$ cat config.mk
export PLATFORM = sky130hd
export DESIGN_NAME = gtfi_ctrl
export DESIGN_NICKNAME = d
export VERILOG_FILES = /design/src/gtfi_pkg.sv /design/src/gtfi_ctrl.sv
export SDC_FILE = /design/constraint.sdc
export NUM_CORES = 1
export LEC_CHECK = 0
export BUFFER_PORTS_ARGS = -buffer_cell sky130_fd_sc_hd__buf_2
export CORE_MARGIN = 5
export CORE_UTILIZATION = 53
export DETAILED_ROUTE_END_ITERATION = 10
export PLACE_DENSITY = 0.87
export SYNTH_ARGS = -nofsm -noshare
export SYNTH_HDL_FRONTEND = slang
export SYNTH_SLANG_ARGS = --single-unit
$ cat constraint.sdc
create_clock -name clock -period 2.4 [get_ports clock]
set_input_delay 0.24 -clock clock [delete_from_list [all_inputs] [get_ports clock]]
set_output_delay 0.24 -clock clock [all_outputs]
set_load 0.02 [all_outputs]
$ cat src/gtfi_pkg.sv
// Shared types, opcodes and constants for the grid Taylor force interpolator.
package gtfi_pkg;

   localparam int GRID_X_DEF = 32;
   localparam int GRID_Y_DEF = 32;
   localparam int GRID_Z_DEF = 32;

   localparam int CW     = 8;   // node coordinate width, grids up to 256 per axis
   localparam int XW     = 38;  // cross sums and 4*h
   localparam int MA_W   = 41;  // multiplier operand A
   localparam int MB_W   = 18;  // multiplier operand B
   localparam int PR_W   = MA_W + MB_W;
   localparam int D4_W   = 58;
   localparam int SL_W   = 60;
   localparam int ACC_W  = 64;
   localparam int IDX_W  = 5;
   localparam int MEM_AW = 17;
   localparam int NODES  = 19;
   localparam logic [IDX_W-1:0] NODE_LAST = IDX_W'(NODES - 1);

   localparam logic [3:0] OP_NOP   = 4'd0;
   localparam logic [3:0] OP_COORD = 4'd1;
   localparam logic [3:0] OP_RD    = 4'd2;
   localparam logic [3:0] OP_INIT  = 4'd3;
   localparam logic [3:0] OP_D4    = 4'd4;
   localparam logic [3:0] OP_FG    = 4'd5;
   localparam logic [3:0] OP_FD    = 4'd6;
   localparam logic [3:0] OP_FIN   = 4'd7;
   localparam logic [3:0] OP_DHI   = 4'd8;
   localparam logic [3:0] OP_DLO   = 4'd9;

   localparam logic [1:0] PICK_MID = 2'd0;
   localparam logic [1:0] PICK_HI  = 2'd1;
   localparam logic [1:0] PICK_LO  = 2'd2;

   localparam logic [1:0] GRID_POT = 2'd0;
   localparam logic [1:0] GRID_FZ  = 2'd3;

   localparam logic [2:0] REG_ORIGIN_X = 3'd0;
   localparam logic [2:0] REG_ORIGIN_Y = 3'd1;
   localparam logic [2:0] REG_ORIGIN_Z = 3'd2;
   localparam logic [2:0] REG_INV_X    = 3'd3;
   localparam logic [2:0] REG_INV_Y    = 3'd4;
   localparam logic [2:0] REG_INV_Z    = 3'd5;
   localparam logic [2:0] REG_CAP      = 3'd6;
   localparam logic [2:0] REG_MODE     = 3'd7;

   typedef struct packed {
      logic [3:0]       op;
      logic [1:0]       a;
      logic [1:0]       b;
      logic [IDX_W-1:0] idx;
      logic [1:0]       grid;
      logic             capture;
      logic             emit;
   } dp_cmd_type;

   typedef struct packed {
      logic bad;
      logic rsp_busy;
   } dp_status_type;

   typedef struct packed {
      logic [2:0][31:0] origin;
      logic [2:0][31:0] inv;
      logic [30:0]      cap;
      logic [3:0]       mode;
   } cfg_type;

   // per-axis pick of the stencil node: center, axis pairs, then cross corners
   function automatic logic [2:0][1:0] node_pick(input logic [IDX_W-1:0] idx);
      logic [2:0][1:0]  p;
      logic [IDX_W-1:0] u;
      logic [3:0]       t;
      logic [1:0]       ax0;
      logic [1:0]       ax1;
      logic [1:0]       c0;
      logic [1:0]       c1;
      begin
         p   = {3{PICK_MID}};
         u   = idx - IDX_W'(1);
         t   = 4'(idx - IDX_W'(7));
         ax0 = (t[3:2] == 2'd2) ? 2'd1 : 2'd0;
         ax1 = (t[3:2] == 2'd0) ? 2'd1 : 2'd2;
         unique case (t[1:0])
            2'd0: begin c0 = PICK_HI; c1 = PICK_HI; end
            2'd1: begin c0 = PICK_HI; c1 = PICK_LO; end
            2'd2: begin c0 = PICK_LO; c1 = PICK_LO; end
            default: begin c0 = PICK_LO; c1 = PICK_HI; end
         endcase
         if (idx >= IDX_W'(1) && idx <= IDX_W'(6)) begin
            p[u[2:1]] = idx[0] ? PICK_HI : PICK_LO;
         end else if (idx >= IDX_W'(7)) begin
            p[ax0] = c0;
            p[ax1] = c1;
         end
         return p;
      end
   endfunction

endpackage

$ cat src/gtfi_ctrl.sv
// Sequencer for the interpolator: issues node reads and multiply steps.
module gtfi_ctrl import gtfi_pkg::*; (
   input  logic          clock,
   input  logic          reset,
   input  logic          accept_query,
   input  logic          grid_mode,
   input  dp_status_type status,
   output logic          ready,
   output dp_cmd_type    cmd
);

   localparam logic [3:0] S_IDLE  = 4'd0;
   localparam logic [3:0] S_COORD = 4'd1;
   localparam logic [3:0] S_NODE  = 4'd2;
   localparam logic [3:0] S_CHECK = 4'd3;
   localparam logic [3:0] S_READ  = 4'd4;
   localparam logic [3:0] S_INIT  = 4'd5;
   localparam logic [3:0] S_D4    = 4'd6;
   localparam logic [3:0] S_FG    = 4'd7;
   localparam logic [3:0] S_FD    = 4'd8;
   localparam logic [3:0] S_FIN   = 4'd9;
   localparam logic [3:0] S_GAP   = 4'd10;
   localparam logic [3:0] S_DHI   = 4'd11;
   localparam logic [3:0] S_DLO   = 4'd12;
   localparam logic [3:0] S_DRAIN = 4'd13;
   localparam logic [3:0] S_OUT   = 4'd14;

   logic [3:0]       state_ff, state_in;
   logic [IDX_W-1:0] idx_ff, idx_in;
   logic [1:0]       a_ff, a_in;
   logic [1:0]       b_ff, b_in;
   logic [1:0]       grid_ff, grid_in;

   always_comb begin
      state_in    = state_ff;
      idx_in      = idx_ff;
      a_in        = a_ff;
      b_in        = b_ff;
      grid_in     = grid_ff;
      ready       = 1'b0;
      cmd         = '0;
      cmd.op      = OP_NOP;
      cmd.a       = a_ff;
      cmd.b       = b_ff;
      cmd.idx     = idx_ff;
      cmd.grid    = grid_ff;
      unique case (state_ff)
         S_IDLE: begin
            ready = 1'b1;
            if (accept_query) begin
               cmd.capture = 1'b1;
               state_in    = S_COORD;
            end
         end
         S_COORD: begin
            cmd.op   = OP_COORD;
            state_in = S_NODE;
         end
         S_NODE: state_in = S_CHECK;
         S_CHECK: begin
            grid_in = GRID_POT;
            idx_in  = '0;
            state_in = status.bad ? S_OUT : S_READ;
         end
         S_READ: begin
            cmd.op = OP_RD;
            if (idx_ff == NODE_LAST) begin
               idx_in   = '0;
               state_in = S_INIT;
            end else begin
               idx_in = idx_ff + IDX_W'(1);
            end
         end
         S_INIT: begin
            cmd.op   = OP_INIT;
            a_in     = 2'd0;
            b_in     = 2'd0;
            state_in = S_D4;
         end
         S_D4: begin
            cmd.op = OP_D4;
            if (b_ff == 2'd2) begin
               b_in = 2'd0;
               if (a_ff == 2'd2) begin
                  a_in     = 2'd0;
                  state_in = S_FG;
               end else begin
                  a_in = a_ff + 2'd1;
               end
            end else begin
               b_in = b_ff + 2'd1;
            end
         end
         S_FG: begin
            cmd.op = OP_FG;
            if (a_ff == 2'd2) begin
               a_in     = 2'd0;
               state_in = S_FD;
            end else begin
               a_in = a_ff + 2'd1;
            end
         end
         S_FD: begin
            cmd.op = OP_FD;
            if (a_ff == 2'd2) begin
               a_in     = 2'd0;
               state_in = S_FIN;
            end else begin
               a_in = a_ff + 2'd1;
            end
         end
         S_FIN: begin
            cmd.op = OP_FIN;
            if (grid_mode) begin
               if (grid_ff == GRID_FZ) begin
                  state_in = S_DRAIN;
               end else begin
                  grid_in  = grid_ff + 2'd1;
                  idx_in   = '0;
                  state_in = S_READ;
               end
            end else begin
               a_in     = 2'd0;
               state_in = S_GAP;
            end
         end
         S_GAP: state_in = S_DHI;
         S_DHI: begin
            cmd.op   = OP_DHI;
            state_in = S_DLO;
         end
         S_DLO: begin
            cmd.op = OP_DLO;
            if (a_ff == 2'd2) begin
               a_in     = 2'd0;
               state_in = S_DRAIN;
            end else begin
               a_in     = a_ff + 2'd1;
               state_in = S_DHI;
            end
         end
         S_DRAIN: state_in = S_OUT;
         S_OUT: begin
            if (!status.rsp_busy) begin
               cmd.emit = 1'b1;
               state_in = S_IDLE;
            end
         end
         default: state_in = S_IDLE;
      endcase
   end

   always_ff @(posedge clock) begin
      if (reset) begin
         state_ff <= S_IDLE;
         idx_ff   <= '0;
         a_ff     <= '0;
         b_ff     <= '0;
         grid_ff  <= '0;
      end else begin
         state_ff <= state_in;
         idx_ff   <= idx_in;
         a_ff     <= a_in;
         b_ff     <= b_in;
         grid_ff  <= grid_in;
      end
   end

`ifndef SYNTH
   a_emit_free: assert property (@(posedge clock) disable iff (reset)
      cmd.emit |-> !status.rsp_busy) else $error("emit while result held");
   a_capture_next: assert property (@(posedge clock) disable iff (reset)
      cmd.capture |=> state_ff == S_COORD) else $error("capture not followed by coord");
   a_read_end: assert property (@(posedge clock) disable iff (reset)
      (state_ff == S_READ && idx_ff == NODE_LAST) |=> state_ff == S_INIT)
      else $error("node read sweep overran");
`endif

endmodule

==> summary.md <==
| Metric | Value |
|---|---|
| Placer Congestion | about 0.9 |
| Post-synth net total | 160 |
| Hold buffer count at CTS | 0 |
| I/O pin count | 24 |
| Core area | approximately 2000 um2 |
| Clock Pin Slew Worst Setup and Hold Paths | about 0.09 ns |
| Worst-margin pin slew | 0.770 ns |
| Drt via density | 6.18 |
| Pwr/cell area | slightly above 800 nW/um2 |
| Arr. time, crit path | ~1.8 ns |
| Cells after Synth | 151 |
| Iter 0 DRT Violations | 61 |
| Critical path launch point type | register |
| Worst path slowest cell | dfxtp_1 |
| Clk_skew | 0.00318 ns |
| Post-synth EDFFs | 0 |
| Layout area overhead | 14.3% |
| Post-CTS Setup Inserts | 0 |
| Final worst slack | 0.374 ns |
| Max Used Layer | met4 |
| Pre-CTS setup slack | roughly 0.42 ns |
| Routed Wire Length | ~3000 um |
| Most frequent cells in the layout | 23 x buf_2, 15 x dfxtp_1, 14 x a21oi_1, 13 x nor2_1, 11 x o21ai_0 |
| Final setup fails | 0 |
| Clock root cell | clkbuf_4 |
| Slowest stage delay, CP | roughly 0.48 ns |
| Die width | around 56 um |
| CP Class | reg2out |
| CTS tree | done |
| CTS max path bufs | 2 |
| RSZ-0062 raised after global routing | false |
| Antenna diode count | 0 |
| MaxCap Viol Count | 0 |
| Hold Path Class | in2reg |
| Vias in the first global route | about 1,100 |
| Cts repair resizes | 0 |
| Remaining global-route overflow | 0 |
| Num CTS Buffers | 3 |
| Seq/Total Area, Yosys | 26.3% |
| H-tree Lvls | 1 |
| Met1 wire length | 1220 um |
| Layout cell share with drive strength beyond 1 | between 20% and 30% |
| Clk Latency, worst-skew pair | 0.28 ns |
| Tcrit/Tclk final | between 80% and 90% |
| Finished Core Util | 65.1% |
| Required time of the critical path | around 2.2 ns |
| Row Count | 16 |
| Max VDD drop | around 380 uV |
| Pwr Total | between 1 and 1.5 mW |
| Most common cell after layout, fill and taps aside | buf_2 |
| DP Wirelength | between 2000 and 2500 um |
| Critical path cell sequence | buf_4 -> or3b_1 -> a21oi_1 -> buf_2 |
| F_max | approximately 0.5 GHz |
| CP Buf/Inv Count | 2 |
| P_leak | around 0.53 nW |
| Port Buffer Count | 23 |
| Largest net degree at the start of global routing | 20 |
| Vias | roughly 1,200 |
| Synthesized area per cell | 7.55 um2 |
| GRT Total Usage | between 10% and 20% |
| Die Area | approximately 3200 um2 |
| First-pass GRT wire length | a little over 5000 um |
| Family with the most delay on the worst path | flip-flops |
| Status | finished, final reports clean |
| Worst Setup End Kind | output pin |
| Slew HR | 47.9% |
| Fin crit period | 2.03 ns |
| Nets | 182 |
| Clk sinks | 15 |
| Synth cell types | between 40 and 50 |
| Ys async rst share | 0% |
| Slew Viols, Final | 0 |
| Share of the synthesized area in the top cell type | about a quarter |
| Mapped Area | 1140 um2 |
| DRT Pass-1 Iters | 4 |
| Post-synth top area cell | dfxtp_1 |
| Largest cells by area after synthesis | dfxtp_1 26%, a21oi_1 6.1%, nand2b_1 4.9% |
| WL met2 | around 1500 um |
| Routed wire per std cell | roughly 15 um |
| Post-route ant nets | 0 |
| #FFs+latches synth | 15 |
| Die height | ~56 um |
| Ys flop type | dfxtp_1 |
| Fillers | between 150 and 200 |
| Worst-path maximum fanout | 19 |
| DRC violations left | 0 |
| Setup TNS | 0 ns |
| Final-report hold violation count | 0 |
| Yosys warnings | 0 |
| Initial antenna violation count | 0 |
| Initial Util | approximately 57% |
| Routed length on met3 | ~270 um |
logic make-up (layout without fill, tap and decap cells):
kind of cell / count (synthesis) / count (layout) / synth area share (%)
compound gates: 45 / 45 / 24.1
xor+xnor: 1 / 1 / 0.769
fa+ha+maj: 3 / 3 / 3.29
buf+inv: 18 / 39 / 6.81
flops: 15 / 15 / 26.3
mux: 3 / 3 / 3.51
simple gates: 66 / 66 / 35.1
state kept, by name (all words and copies together), names as in the netlist:
signal    flops
idx_ff        5
state_ff      4
a_ff          2
b_ff          2
grid_ff       2
metal layers:
layer | vias to the layer above | global-route usage, %
met5 | - | 0
li1 | 593 | -
met1 | 564 | 24.1
met3 | 13 | 7.57
met2 | 59 | 31.1
met4 | 0 | 6.78
area by class of cell:
class	count	area, um2	share of cell area, %
Clock buffer	3	22.5	1.73
Clock inverter	1	5.00	0.384
Inverter	7	26.3	2.02
Multi-Input combinational cell	118	762	58.5
Sequential cell	15	300	23.1
Tap cell	27	33.8	2.59
Timing Repair Buffer	28	153	11.7
Yosys cell counts, drive strengths merged, types with 2 or more instances:
| cell type | count |
|---|---|
| a21oi | 14 |
| a22oi | 2 |
| a31oi | 5 |
| buf | 4 |
| clkbuf | 7 |
| dfxtp | 15 |
| ha | 3 |
| inv | 7 |
| mux2 | 2 |
| nand2 | 7 |
| nand2b | 9 |
| nand3 | 6 |
| nand3b | 2 |
| nand4 | 2 |
| nor2 | 13 |
| nor2b | 6 |
| nor3 | 3 |
| nor3b | 2 |
| nor4 | 2 |
| o211ai | 2 |
| o21ai | 11 |
| o22ai | 2 |
| or3b | 2 |
| or4 | 2 |
| or4b | 3 |
path summary, 6_finish.rpt:
| path | start | cells after the start | slack [ns] | to |
|---|---|---|---|---|
| max | state_ff[2] | 4 | 0.37 | cmd[16] |
| min | reset | 2 | 0.31 | idx_ff[0] |
| max reg2reg | state_ff[3] | 4 | 0.40 | state_ff[0] |
| min reg2reg | idx_ff[4] | 1 | 0.49 | idx_ff[4] |
report_power, final:
| part | switching, mW | internal, mW |
|---|---|---|
| registers | 0.0474 | 0.276 |
| logic | 0.360 | 0.244 |
| clock network | 0.0815 | 0.0619 |
| total | 0.489 | 0.582 |
per-stage QoR:
| step | cells | hold slack [ns] | cell area [um2] |
|---|---|---|---|
| 2_1_floorplan | 151 | 0.436 | 1140 |
| 6_report | 199 | 0.307 | 1300 |
| 3_5_place_dp | 195 | 0.470 | 1270 |
| 3_3_place_gp | 195 | 0.472 | 1270 |
| 5_1_grt | 199 | 0.312 | 1300 |
| 4_1_cts | 199 | 0.304 | 1300 |
(Power assumes the default switching activity.)
